`src/rtl/sem_pkg.sv`:
```
// Package for the Sobel edge magnitude block: column and channel column types,
// lane status struct, lane step codes and the sequencer state type.
// No dependencies.
package sem_pkg;

  // One column of three pixels: [row above/centre/below][channel r/g/b].
  // The packing matches the slave tdata layout exactly.
  typedef logic [2:0][2:0][7:0] column_t;

  // One channel of one column: [row above/centre/below].
  typedef logic [2:0][7:0] chan_col_t;

  typedef struct packed {
    logic busy;
    logic done;
  } lane_stat_t;

  // Lane step codes.
  localparam logic [3:0] SEM_STEP_SQUARE     = 4'd0;
  localparam logic [3:0] SEM_STEP_SUM        = 4'd1;
  localparam logic [3:0] SEM_STEP_ROOT_FIRST = 4'd2;
  localparam logic [3:0] SEM_STEP_ROOT_LAST  = 4'd9;
  localparam logic [3:0] SEM_STEP_ROUND      = 4'd10;

  localparam logic [7:0] SEM_MAG_MAX = 8'd255;

  typedef enum logic {
    SEQ_IDLE,
    SEQ_CALC
  } seq_state_e;

endpackage

```
`src/rtl/sem_lane.sv`:
```
// One channel lane: Sobel gradients, squared sum and a bit-serial rounded
// square root with saturation at 255. Depends on sem_pkg.
module sem_lane (
  input  logic               clk_i,
  input  logic               rst_ni,
  input  logic               start_i,
  input  sem_pkg::chan_col_t left_i,
  input  sem_pkg::chan_col_t mid_i,
  input  sem_pkg::chan_col_t right_i,
  output sem_pkg::lane_stat_t stat_o,
  output logic [7:0]         mag_o
);
  import sem_pkg::*;

  logic signed [11:0] gx_w, gy_w;
  logic signed [10:0] gx_q, gy_q;
  logic [19:0]        sqx_q, sqy_q;
  logic [20:0]        sum_q;
  logic [7:0]         root_q, root_d;
  logic [3:0]         step_q;
  logic               busy_q, done_q;
  logic [7:0]         mag_q;
  logic [2:0]         bit_idx;
  logic [7:0]         trial;
  logic [15:0]        trial_sq;
  logic [16:0]        round_lim;
  logic signed [21:0] prod_x, prod_y;

  function automatic logic signed [11:0] ext(input logic [7:0] v);
    ext = $signed({4'b0000, v});
  endfunction

  // Gx: right column minus left column, centre row weighted 2.
  // Gy: below row minus above row, centre column weighted 2.
  assign gx_w = ext(right_i[0]) + (ext(right_i[1]) <<< 1) + ext(right_i[2])
              - ext(left_i[0]) - (ext(left_i[1]) <<< 1) - ext(left_i[2]);
  assign gy_w = ext(left_i[2]) + (ext(mid_i[2]) <<< 1) + ext(right_i[2])
              - ext(left_i[0]) - (ext(mid_i[0]) <<< 1) - ext(right_i[0]);

  assign prod_x   = gx_q * gx_q;
  assign prod_y   = gy_q * gy_q;
  assign bit_idx  = 3'(step_q - SEM_STEP_ROOT_FIRST);
  assign trial    = root_q | (8'h80 >> bit_idx);
  assign trial_sq = trial * trial;
  assign round_lim = 17'(root_q * root_q) + 17'(root_q);

  always_comb begin
    root_d = root_q;
    if (trial_sq <= 16'(sum_q[15:0]) && sum_q[20:16] == 5'd0) begin
      root_d = trial;
    end else if (sum_q[20:16] != 5'd0) begin
      // Sum above 16 bits always clears the square of any 8-bit trial.
      root_d = trial;
    end
  end

  always_ff @(posedge clk_i or negedge rst_ni) begin
    if (!rst_ni) begin
      busy_q <= 1'b0;
      done_q <= 1'b0;
      step_q <= SEM_STEP_SQUARE;
    end else if (start_i) begin
      busy_q <= 1'b1;
      done_q <= 1'b0;
      step_q <= SEM_STEP_SQUARE;
    end else if (busy_q) begin
      if (step_q == SEM_STEP_ROUND) begin
        busy_q <= 1'b0;
        done_q <= 1'b1;
      end else begin
        step_q <= step_q + 4'd1;
      end
    end
  end

  always_ff @(posedge clk_i) begin
    if (start_i) begin
      gx_q   <= gx_w[10:0];
      gy_q   <= gy_w[10:0];
      root_q <= 8'd0;
    end else if (busy_q) begin
      if (step_q == SEM_STEP_SQUARE) begin
        sqx_q <= prod_x[19:0];
        sqy_q <= prod_y[19:0];
      end else if (step_q == SEM_STEP_SUM) begin
        sum_q <= 21'(sqx_q) + 21'(sqy_q);
      end else if (step_q >= SEM_STEP_ROOT_FIRST && step_q <= SEM_STEP_ROOT_LAST) begin
        root_q <= root_d;
      end else if (step_q == SEM_STEP_ROUND) begin
        if (root_q == SEM_MAG_MAX) begin
          mag_q <= SEM_MAG_MAX;
        end else if (sum_q > 21'(round_lim)) begin
          mag_q <= root_q + 8'd1;
        end else begin
          mag_q <= root_q;
        end
      end
    end
  end

  assign stat_o.busy = busy_q;
  assign stat_o.done = done_q;
  assign mag_o       = mag_q;

endmodule

```
`src/rtl/sem_merge.sv`:
```
// Merging stage: collects the three lane magnitudes and the row end flag
// into the output register of the master stream. Depends on sem_pkg.
module sem_merge (
  input  logic              clk_i,
  input  logic              rst_ni,
  input  logic              load_i,
  input  logic [2:0][7:0]   mag_i,
  input  logic              row_end_i,
  output logic              free_o,
  output logic              m_axis_tvalid,
  input  logic              m_axis_tready,
  output logic [23:0]       m_axis_tdata,   // edge_red, edge_green, edge_blue
  output logic              m_axis_tlast    // row_end
);
  import sem_pkg::*;

  logic        valid_q;
  logic [23:0] data_q;
  logic        last_q;

  assign free_o = !valid_q || m_axis_tready;

  always_ff @(posedge clk_i or negedge rst_ni) begin
    if (!rst_ni) begin
      valid_q <= 1'b0;
    end else if (load_i) begin
      valid_q <= 1'b1;
    end else if (m_axis_tready) begin
      valid_q <= 1'b0;
    end
  end

  always_ff @(posedge clk_i) begin
    if (load_i) begin
      data_q <= {mag_i[2], mag_i[1], mag_i[0]};
      last_q <= row_end_i;
    end
  end

  assign m_axis_tvalid = valid_q;
  assign m_axis_tdata  = data_q;
  assign m_axis_tlast  = last_q;

endmodule

```
`src/rtl/sobel_edge_magnitude_rgb.sv`:
```
// Top level of the streaming RGB Sobel edge magnitude block.
// Depends on sem_pkg, sem_lane and sem_merge.

// Each slave transaction carries one image column of three vertically
// adjacent RGB pixels; tlast marks the rightmost column of a row. The block
// keeps the two previous columns and, per channel, returns
// round(sqrt(Gx^2 + Gy^2)) capped at 255 for the centre pixel of the middle
// column, with zero neighbours beyond the left and right row edges. The first
// column of a row gives no result unless it also closes the row; every later
// column gives one, and a last column that is not the first also flushes the
// final pixel of the row (master tlast set), so one column can give two
// results. A column that gives no result leaves the sequencer idle. A column
// that gives a result holds the slave side while the window is registered,
// the lanes are started, the eleven lane steps run (squares, their sum, an
// eight-step bit-serial square root and a rounding step) and the result is
// handed to the output register. The flush result at a row end runs the lanes
// again on the window shifted left; they restart from the handover of the
// first result. The three channel lanes share one sequencer. A handover waits
// while the output register is still full. The block works on one column at a
// time, but a finished result waits in the output register, so the next
// column can be taken while the master side stalls.
module sobel_edge_magnitude_rgb (
  input  logic        clk_i,
  input  logic        rst_ni,
  input  logic        s_axis_tvalid,
  output logic        s_axis_tready,
  // above_red, above_green, above_blue, centre_red, centre_green,
  // centre_blue, below_red, below_green, below_blue
  input  logic [71:0] s_axis_tdata,
  input  logic        s_axis_tlast,   // last_in_row
  output logic        m_axis_tvalid,
  input  logic        m_axis_tready,
  output logic [23:0] m_axis_tdata,   // edge_red, edge_green, edge_blue
  output logic        m_axis_tlast    // row_end
);
  import sem_pkg::*;

  seq_state_e state_q, state_d;

  // Row history: the two columns seen before the incoming one.
  column_t left_q, mid_q;
  logic    held_q;

  // Window that the lanes are working on, and what follows it.
  column_t win_left_q, win_mid_q, win_right_q;
  logic    row_end_q;
  logic    pend_b_q;
  logic    start_q, start_d;

  column_t    col;
  logic       accept;
  logic       launch;
  logic       load;
  logic       merge_free;
  lane_stat_t lane_stat [3];
  logic [2:0][7:0] lane_mag;

  assign col    = column_t'(s_axis_tdata);
  assign accept = s_axis_tvalid && s_axis_tready;
  // A column gives a result if a middle column is already held, or if it
  // both opens and closes a row.
  assign launch = held_q || s_axis_tlast;

  // Next state.
  always_comb begin
    state_d = state_q;
    unique case (state_q)
      SEQ_IDLE: begin
        if (accept && launch) begin
          state_d = SEQ_CALC;
        end
      end
      SEQ_CALC: begin
        if (load && !pend_b_q) begin
          state_d = SEQ_IDLE;
        end
      end
      default: state_d = SEQ_IDLE;
    endcase
  end

  // Outputs of the sequencer. The start pulse is registered at the same edge
  // as the window, so the lanes start on the new window; while it is high the
  // lanes' done flag still belongs to the previous window and is ignored.
  always_comb begin
    s_axis_tready = 1'b0;
    load          = 1'b0;
    start_d       = 1'b0;
    unique case (state_q)
      SEQ_IDLE: begin
        s_axis_tready = 1'b1;
        start_d       = accept && launch;
      end
      SEQ_CALC: begin
        load    = lane_stat[0].done && !start_q && merge_free;
        start_d = load && pend_b_q;
      end
      default: begin
        s_axis_tready = 1'b0;
      end
    endcase
  end

  always_ff @(posedge clk_i or negedge rst_ni) begin
    if (!rst_ni) begin
      state_q  <= SEQ_IDLE;
      held_q   <= 1'b0;
      left_q   <= '0;
      mid_q    <= '0;
      pend_b_q <= 1'b0;
      start_q  <= 1'b0;
    end else begin
      state_q <= state_d;
      start_q <= start_d;
      if (accept) begin
        if (s_axis_tlast) begin
          // Row closes: history goes back to the empty row.
          left_q <= '0;
          mid_q  <= '0;
          held_q <= 1'b0;
        end else begin
          left_q <= held_q ? mid_q : column_t'('0);
          mid_q  <= col;
          held_q <= 1'b1;
        end
        pend_b_q <= held_q && s_axis_tlast;
      end else if (load) begin
        pend_b_q <= 1'b0;
      end
    end
  end

  // Window registers. The flush of the last pixel of a row reuses the window
  // just computed, shifted one column left with a zero right column.
  always_ff @(posedge clk_i) begin
    if (accept && launch) begin
      if (held_q) begin
        win_left_q  <= left_q;
        win_mid_q   <= mid_q;
        win_right_q <= col;
        row_end_q   <= 1'b0;
      end else begin
        win_left_q  <= '0;
        win_mid_q   <= col;
        win_right_q <= '0;
        row_end_q   <= 1'b1;
      end
    end else if (load && pend_b_q) begin
      win_left_q  <= win_mid_q;
      win_mid_q   <= win_right_q;
      win_right_q <= '0;
      row_end_q   <= 1'b1;
    end
  end

  for (genvar c = 0; c < 3; c++) begin : g_lane
    chan_col_t lane_left, lane_mid, lane_right;
    for (genvar p = 0; p < 3; p++) begin : g_row
      assign lane_left[p]  = win_left_q[p][c];
      assign lane_mid[p]   = win_mid_q[p][c];
      assign lane_right[p] = win_right_q[p][c];
    end
    sem_lane u_lane (
      .clk_i   (clk_i),
      .rst_ni  (rst_ni),
      .start_i (start_q),
      .left_i  (lane_left),
      .mid_i   (lane_mid),
      .right_i (lane_right),
      .stat_o  (lane_stat[c]),
      .mag_o   (lane_mag[c])
    );
  end

  sem_merge u_merge (
    .clk_i         (clk_i),
    .rst_ni        (rst_ni),
    .load_i        (load),
    .mag_i         (lane_mag),
    .row_end_i     (row_end_q),
    .free_o        (merge_free),
    .m_axis_tvalid (m_axis_tvalid),
    .m_axis_tready (m_axis_tready),
    .m_axis_tdata  (m_axis_tdata),
    .m_axis_tlast  (m_axis_tlast)
  );

  // The three lanes run in lockstep.
  a_lockstep: assert property (@(posedge clk_i) disable iff (!rst_ni)
    (lane_stat[0] == lane_stat[1]) && (lane_stat[0] == lane_stat[2]))
    else $error("channel lanes out of step");

  // A result is taken from the lanes only when they have finished.
  a_load_done: assert property (@(posedge clk_i) disable iff (!rst_ni)
    load |-> (lane_stat[0].done && !lane_stat[0].busy))
    else $error("result loaded from a busy lane");

  // A column that gives a result raises the lanes' start pulse in the next cycle.
  a_launch: assert property (@(posedge clk_i) disable iff (!rst_ni)
    (accept && launch) |=> start_q)
    else $error("lanes not started after accepted column");

  // A pending row flush always follows an interior result.
  a_flush_order: assert property (@(posedge clk_i) disable iff (!rst_ni)
    pend_b_q |-> !row_end_q)
    else $error("row flush pending behind a row end result");

endmodule

```
`config.mk`:
```
export PLATFORM = sky130hd
export DESIGN_NAME = sobel_edge_magnitude_rgb
export DESIGN_NICKNAME = d
export VERILOG_FILES = /design/src/rtl/sem_pkg.sv /design/src/rtl/sem_lane.sv /design/src/rtl/sem_merge.sv /design/src/rtl/sobel_edge_magnitude_rgb.sv
export SDC_FILE = /design/constraint.sdc
export NUM_CORES = 2
export LEC_CHECK = 0
export BUFFER_PORTS_ARGS = -buffer_cell sky130_fd_sc_hd__buf_4
export CAP_MARGIN = 20
export CORE_MARGIN = 3
export CORE_UTILIZATION = 66
export CTS_BUF_LIST = sky130_fd_sc_hd__clkbuf_4 sky130_fd_sc_hd__clkbuf_8 sky130_fd_sc_hd__clkbuf_16
export DETAILED_ROUTE_END_ITERATION = 8
export PLACE_DENSITY_LB_ADDON = 0.05
export SETUP_SLACK_MARGIN = 0.05
export SLEW_MARGIN = 40
export SYNTH_ARGS = -nofsm -noshare
export SYNTH_HDL_FRONTEND = slang
export SYNTH_SLANG_ARGS = --single-unit
export TNS_END_PERCENT = 10
```
`constraint.sdc`:
```
create_clock -name clk_i -period 9.8 [get_ports clk_i]
set_input_delay 0.98 -clock clk_i [delete_from_list [all_inputs] [get_ports clk_i]]
set_output_delay 0.98 -clock clk_i [all_outputs]
set_load 0.05 [all_outputs]
```
=== After elaboration in Yosys (flattened, before gate mapping) ===
Index checks and enable logic that the tools add are counted.

* Input bits: 77
* Register bits after elaboration: 704

* Reduce and logical (&&, ||, !) cells: 54
* Shifts and indexed selects: 3
* Bitwise gates (word level): 14
* Multipliers: 12
* Equal/unequal tests: 12
* $lt $le $gt $ge: 12
* Muxes and demuxes: 56
* Add/subtract/negate cells: 45

{| class="wikitable"
|+ Operator list
! cell !! number
|-
| two-way mux 72 bit || 12
|-
| subtractor 11 x 9 -> 11 bit || 12
|-
| multiplier 11 x 11 -> 20 bit || 6
|-
| multiplier 8 x 8 -> 16 bit || 6
|-
| two-way mux 8 bit || 9
|-
| adder 11 x 9 -> 11 bit || 6
|-
| subtractor 11 x 10 -> 11 bit || 6
|-
| adder 20 x 20 -> 21 bit || 3
|-
| > comparator 21 x 17 -> 1 bit || 3
|-
| adder 8 x 9 -> 10 bit || 6
|-
| adder 16 x 8 -> 17 bit || 3
|-
| <= comparator 16 bit || 3
|-
| two-way mux 4 bit || 9
|-
| adder 8 x 1 -> 8 bit (second input constant) || 3
|-
| equality test 8 bit (second input constant) || 3
|-
| two-way mux 1 bit || 24
|-
| OR 8 bit || 3
|-
| >> shifter 8 x 3 -> 8 bit (first input constant) || 3
|-
| nonzero test 2 bit || 10
|-
| AND reduction 6 bit || 3
|-
| logical NOT 5 bit || 3
|-
| AND reduction 5 bit || 3
|-
| nonzero test 5 bit || 3
|-
| logical AND 1 bit || 14
|-
| 15 further kinds || 52
|}

=== Depth between registers and ports, before layout ===
* Word-level depth: 8
* Depth in mapped cells: 30

=== Modules after synthesis ===
A second synthesis with hierarchy kept.

* Cell total of the unflattened synthesis: 6544
* Area, all modules: 70561.4 um^2

{| class="wikitable"
|+ Modules (own cells, without submodules)
! module !! times used !! cells an instance !! sequential area each (um^2) !! area each (um^2)
|-
| sem_lane (g_lane[2].u_lane) || 1 || 1843 || 2982.9 || 18275.0
|-
| sem_lane (g_lane[1].u_lane) || 1 || 1829 || 2982.9 || 18178.7
|-
| sem_lane (g_lane[0].u_lane) || 1 || 1794 || 2982.9 || 18068.6
|-
| sobel_edge_magnitude_rgb || 1 || 1050 || 10219.8 || 15240.9
|-
| sem_merge || 1 || 28 || 775.7 || 798.3
|}

=== Least setup slack after synthesis ===
No wires, ideal clock.

* Path kind: register to register
* Start point: register start_q
* End point: register win_left_q (netlist bit g_lane[0].lane_left[0]) (enable)
* Arrival: 7803 ps
* Library setup time: 587 ps
* Path slack: 1411 ps
* Stages on the path, launching flop included: 6
* Period minus slack after synthesis: 8389 ps
* Cells stage by stage: dfrtp_1 -> clkbuf_1 -> nand3b_1 -> a21oi_1 -> nand2_1 -> nand2_1

* Cells in the longest elaborated chain, start to end: 6

{| class="wikitable"
|+ Ends and longest elaborated chain
! what !! RTL line !! source
|-
| start: declaration || sobel_edge_magnitude_rgb.sv:48 || <nowiki>logic start_q, start_d;</nowiki>
|-
| start signal: assignment || sobel_edge_magnitude_rgb.sv:114 || <nowiki>start_q <= start_d;</nowiki>
|-
| logical NOT 1 bit || sobel_edge_magnitude_rgb.sv:95 || <nowiki>load = lane_stat[0].done && !start_q && merge_free;</nowiki>
|-
| logical AND 1 bit (2 in a row) || sobel_edge_magnitude_rgb.sv:95 ||
|-
| two-way mux 1 bit || sobel_edge_magnitude_rgb.sv:89 || <nowiki>unique case (state_q)</nowiki>
|-
| named net load || sobel_edge_magnitude_rgb.sv:53 || <nowiki>logic load;</nowiki>
|-
| logical AND 1 bit || sobel_edge_magnitude_rgb.sv:148 || <nowiki>end else if (load && pend_b_q) begin</nowiki>
|-
| nonzero test 2 bit (no source line) || - ||
|-
| end signal: assignment || sobel_edge_magnitude_rgb.sv:138 || <nowiki>win_left_q <= left_q;</nowiki>
|-
| end signal: assignment || sobel_edge_magnitude_rgb.sv:149 || <nowiki>win_left_q <= win_mid_q;</nowiki>
|-
| end: declaration || sobel_edge_magnitude_rgb.sv:45 || <nowiki>column_t win_left_q, win_mid_q, win_right_q;</nowiki>
|}

The timed path passes the listed nets, and every way through them passes these cells.
A chain may end at the register's enable or synchronous reset.

=== Final worst setup path ===
* Start point: register g_lane[0].u_lane.step_q[1]
* End point: register g_lane[0].u_lane.root_q[2]

* Cells in the longest elaborated chain, start to end: 8
* Elaborated cells between the ends (all ways): 17
* Classes of those cells: add/sub (1); mul (1); order compare (3); eq/ne (1); shift (1); mux (2); bitwise (3); reduce/logical (5)

{| class="wikitable"
|+ Ends and longest elaborated chain
! what !! RTL line !! source
|-
| start: declaration || sem_lane.sv:20 || <nowiki>logic [3:0] step_q;</nowiki>
|-
| start signal: assignment || sem_lane.sv:71 || <nowiki>step_q <= step_q + 4'd1;</nowiki>
|-
| subtractor 3 x 2 -> 3 bit || sem_lane.sv:42 || <nowiki>assign bit_idx = 3'(step_q - SEM_STEP_ROOT_FIRST);</nowiki>
|-
| >> shifter 8 x 3 -> 8 bit || sem_lane.sv:43 || <nowiki>assign trial = root_q | (8'h80 >> bit_idx);</nowiki>
|-
| OR 8 bit || sem_lane.sv:43 ||
|-
| multiplier 8 x 8 -> 16 bit || sem_lane.sv:44 || <nowiki>assign trial_sq = trial * trial;</nowiki>
|-
| <= comparator 16 bit || sem_lane.sv:49 || <nowiki>if (trial_sq <= 16'(sum_q[15:0]) && sum_q[20:16] == 5'd0) begin</nowiki>
|-
| logical AND 1 bit || sem_lane.sv:49 ||
|-
| nonzero test 2 bit (no source line) || - ||
|-
| AND reduction 5 bit (no source line) || - ||
|-
| end signal: assignment || sem_lane.sv:88 || <nowiki>root_q <= root_d;</nowiki>
|-
| end: declaration || sem_lane.sv:19 || <nowiki>logic [7:0] root_q, root_d;</nowiki>
|}

Parallel ways exist; a longest one is shown, timed or not. The select of a mux whose other input is x is not followed.

==> impl_metrics.tcl <==
set metrics [dict create \
    status "completed" \
    startpoint_type "flop" \
    async_flop_share_pct 23.6 \
    ctsResizeCount 0 \
    n_fill_cell 7854 \
    initial_utilization_pct 66.8 \
    fin_nets 8480 \
    ys_seq_area_share_pct 28.2 \
    path_class "reg2reg" \
    final_cell_mix "1339 x inv_1, 886 x fa_1, 726 x ha_1" \
    syn_nets 8476 \
    drt_iter0_markers 2552 \
    cts_root_buf "clkbuf_16" \
    critical_path.slowest_cell "a21oi_1" \
    max_slew.worst_pin.slew_ns 0.858 \
    drive_gt1_share_pct 5.13 \
    required_ns 10.30 \
    ff2ff_setup_slack_ns 2.70 \
    max_stage_delay_ns 0.57 \
    crit_fanout 8 \
    yosysWarnings 0 \
    grt_antenna_before_repair 7 \
    fin_crit_sh_pct 72.5 \
    post_cts_buffers 0 \
    num_io_pins 104 \
    finalNonFillerCells 8252 \
    grt_usage_pct 27.3 \
    r2r_start "g_lane[0].u_lane.step_q[1]$_DFFE_PN0P_" \
    dp_hpwl_um 113000 \
    chipWidth_um 333 \
    min_path_type "in2async" \
    multi_input_area_um2 45000 \
    worstReg2RegEnd "g_lane[0].u_lane.root_q[2]$_SDFFE_PP0P_" \
    synth.distinct_cells 83 \
    grt_pass1_vias 49397 \
    core_um2 106000 \
    relSlewSlack_pct 42.8 \
    synth_seq_cells 698 \
    drv_slew 0 \
    wire_per_inst_um 17.5 \
    clk_path_buf_depth 3 \
    avgViaCountPerCell 5.59 \
    hold_viol_final 0 \
    die_area_um2 111000 \
    clock-sinks 698 \
    postCtsHoldBufs 0 \
    cpMostUsedCell "inv_1" \
    cts_tree "done" \
    synth.avg_cell_area_um2 10.4 \
    synthesis.area_um2 70700 \
    place_inst 8102 \
    drt-pass1-iter-count 5 \
    core.rowCount 119 \
    crit_arrival_ns 7.60 \
    dpl_worst_slack_ns 2.77 \
    rsz0062_at_grt "false" \
    numCtsBuffers 77 \
    fin_crit_ns 7.10 \
    grt_pass1_wl_um 246000 \
    register_area_um2 19900 \
    drc 0 \
    routed_wl_um 144000 \
    cap_violations 0 \
    syn_inst 6787 \
    areaGrowthSynthToFinish_pct 7.00 \
    cp_cell_sequence "ha_1, inv_1, a21oi_1, inv_1, nand2_1, inv_1, fa_1, fa_1, inv_1, fa_1, fa_1, inv_1, ha_1, a21oi_1, a21bo_1, a41o_1, o41a_1, xor2_1, ha_1, nand2_1, nor3_1, a221oi_1, o21ai_1, o22ai_1" \
    fin_ws_ns 2.70 \
    ant_nets 0 \
    fin_skew_ns 0.0719 \
    clock_latency_ns 0.68 \
    max_freq_mhz 141 \
    synth_ff_type "edfxtp_1" \
    clkTransAtPathRegs_ns 0.07 \
    place_congestion 0.890 \
    overflow 0 \
    die_y_um 333 \
    htree_levels 3 \
    setup_viol 0 \
    worst_r2r_path_depth 24 \
    synth_edf_count 509 \
    grt_max_degree 112 \
    num_vias 46152 \
    portBuffers 103 \
    crit_path_end_kind "flop" \
    layout_commonest_cell "inv_1" \
    setup_tns_ns 0 \
]
==> logic make-up after synthesis <==
group	Yosys count	share of synthesized area, %
multiplexers	96	1.40
buffers and inverters	1554	8.26
adder cells (fa/ha/maj)	1612	38.0
AND/OR/NAND/NOR	1520	10.8
XOR/XNOR	388	4.81
flip-flops	698	28.2
AO/OA/AOI/OAI	919	8.62
==> cell type report <==
cell class,count,share of cell area [%]
clock inverter,45,0.814
timing repair buffer,135,1.47
antenna,6,0.0199
multi-input combinational,4535,59.6
sequential,698,26.3
tap,1391,2.30
inverter,1344,6.67
clock buffer,98,2.81
==> flip-flops by register name (all words and copies together), names as in the netlist, 33 cells and up <==
register,cells
g_lane.lane_right,72
g_lane.lane_left,72
mid_q,72
g_lane.u_lane.sum_q,63
left_q,72
g_lane.u_lane.gy_q,33
g_lane.u_lane.gx_q,33
g_lane.lane_mid,72
g_lane.u_lane.sqx_q,57
g_lane.u_lane.sqy_q,57
==> critical path, delay by kind of cell (launching register included) <==
kind | cells | cell delay, ns
xor+xnor | 1 | 0.15
compound gates | 8 | 2.33
fa+ha+maj | 7 | 3.10
flops | 1 | 0.44
buf+inv | 5 | 0.46
simple gates | 3 | 0.45
==> worst max path at each step <==
stage                                                 startpoint                                      end  depth (start not counted)
after floorplan                                start_q$_DFF_PN0_         g_lane[0].lane_left[0]$_DFFE_PP_                          5
after CTS                 g_lane[0].u_lane.step_q[1]$_DFFE_PN0P_  g_lane[0].u_lane.root_q[2]$_SDFFE_PP0P_                         23
after global placement    g_lane[0].u_lane.step_q[1]$_DFFE_PN0P_  g_lane[0].u_lane.root_q[0]$_SDFFE_PP0P_                         23
final                     g_lane[0].u_lane.step_q[1]$_DFFE_PN0P_  g_lane[0].u_lane.root_q[2]$_SDFFE_PP0P_                         24
after detailed placement  g_lane[0].u_lane.step_q[1]$_DFFE_PN0P_  g_lane[0].u_lane.root_q[2]$_SDFFE_PP0P_                         24
after global routing      g_lane[0].u_lane.step_q[1]$_DFFE_PN0P_  g_lane[0].u_lane.root_q[5]$_SDFFE_PP0P_                         24
==> routing by layer <==
| metal | share of wire (%) | track usage (%) | vias to the layer above |
|---|---|---|---|
| met4 | 2.7 | 7.51 | 0 |
| met2 | 50 | 47.7 | 948 |
| met3 | 4.3 | 3.27 | 227 |
| met5 | 0 | 0 | - |
| li1 | - | - | 21991 |
| met1 | 43 | 36.3 | 22986 |
==> per-stage QoR <==
stage	area (um2)	utilization (%)	hold WS, ns
2_1_floorplan	70700	-	0.400
3_3_place_gp	72700	68.8	0.401
3_5_place_dp	72800	68.8	0.405
4_1_cts	75500	71.4	0.272
5_1_grt	75600	71.5	0.296
6_report	75600	71.5	0.301
==> synthesized netlist by cell type, types with 20 or more instances <==
cell	number	area share (%)
nand2b_1	63	0.56
ha_1	726	13
o21ai_0	175	1.2
nor2_1	293	1.6
mux2_2	20	0.32
o21a_1	51	0.54
mux2i_1	76	1.1
a21oi_1	237	1.7
and3_1	89	0.79
dfxtp_1	24	0.68
or2_2	21	0.19
nand3_1	31	0.22
inv_1	1339	7.1
nor3_1	45	0.32
o21bai_1	41	0.44
clkbuf_1	198	1.1
edfxtp_1	509	22
nand2_1	490	2.6
xor2_1	113	1.4
fa_1	886	25
o22ai_1	26	0.23
a21o_1	104	1.1
dfrtp_1	165	5.8
a22o_1	145	1.8
and2_1	243	2.2
xnor2_1	275	3.4
nor2b_1	80	0.71
nand3b_1	74	0.79
nand4_1	38	0.34
Power is left out: the tool's default activity adds up to more than one toggle a clock period on the data nets, which glitch-free logic cannot reach.
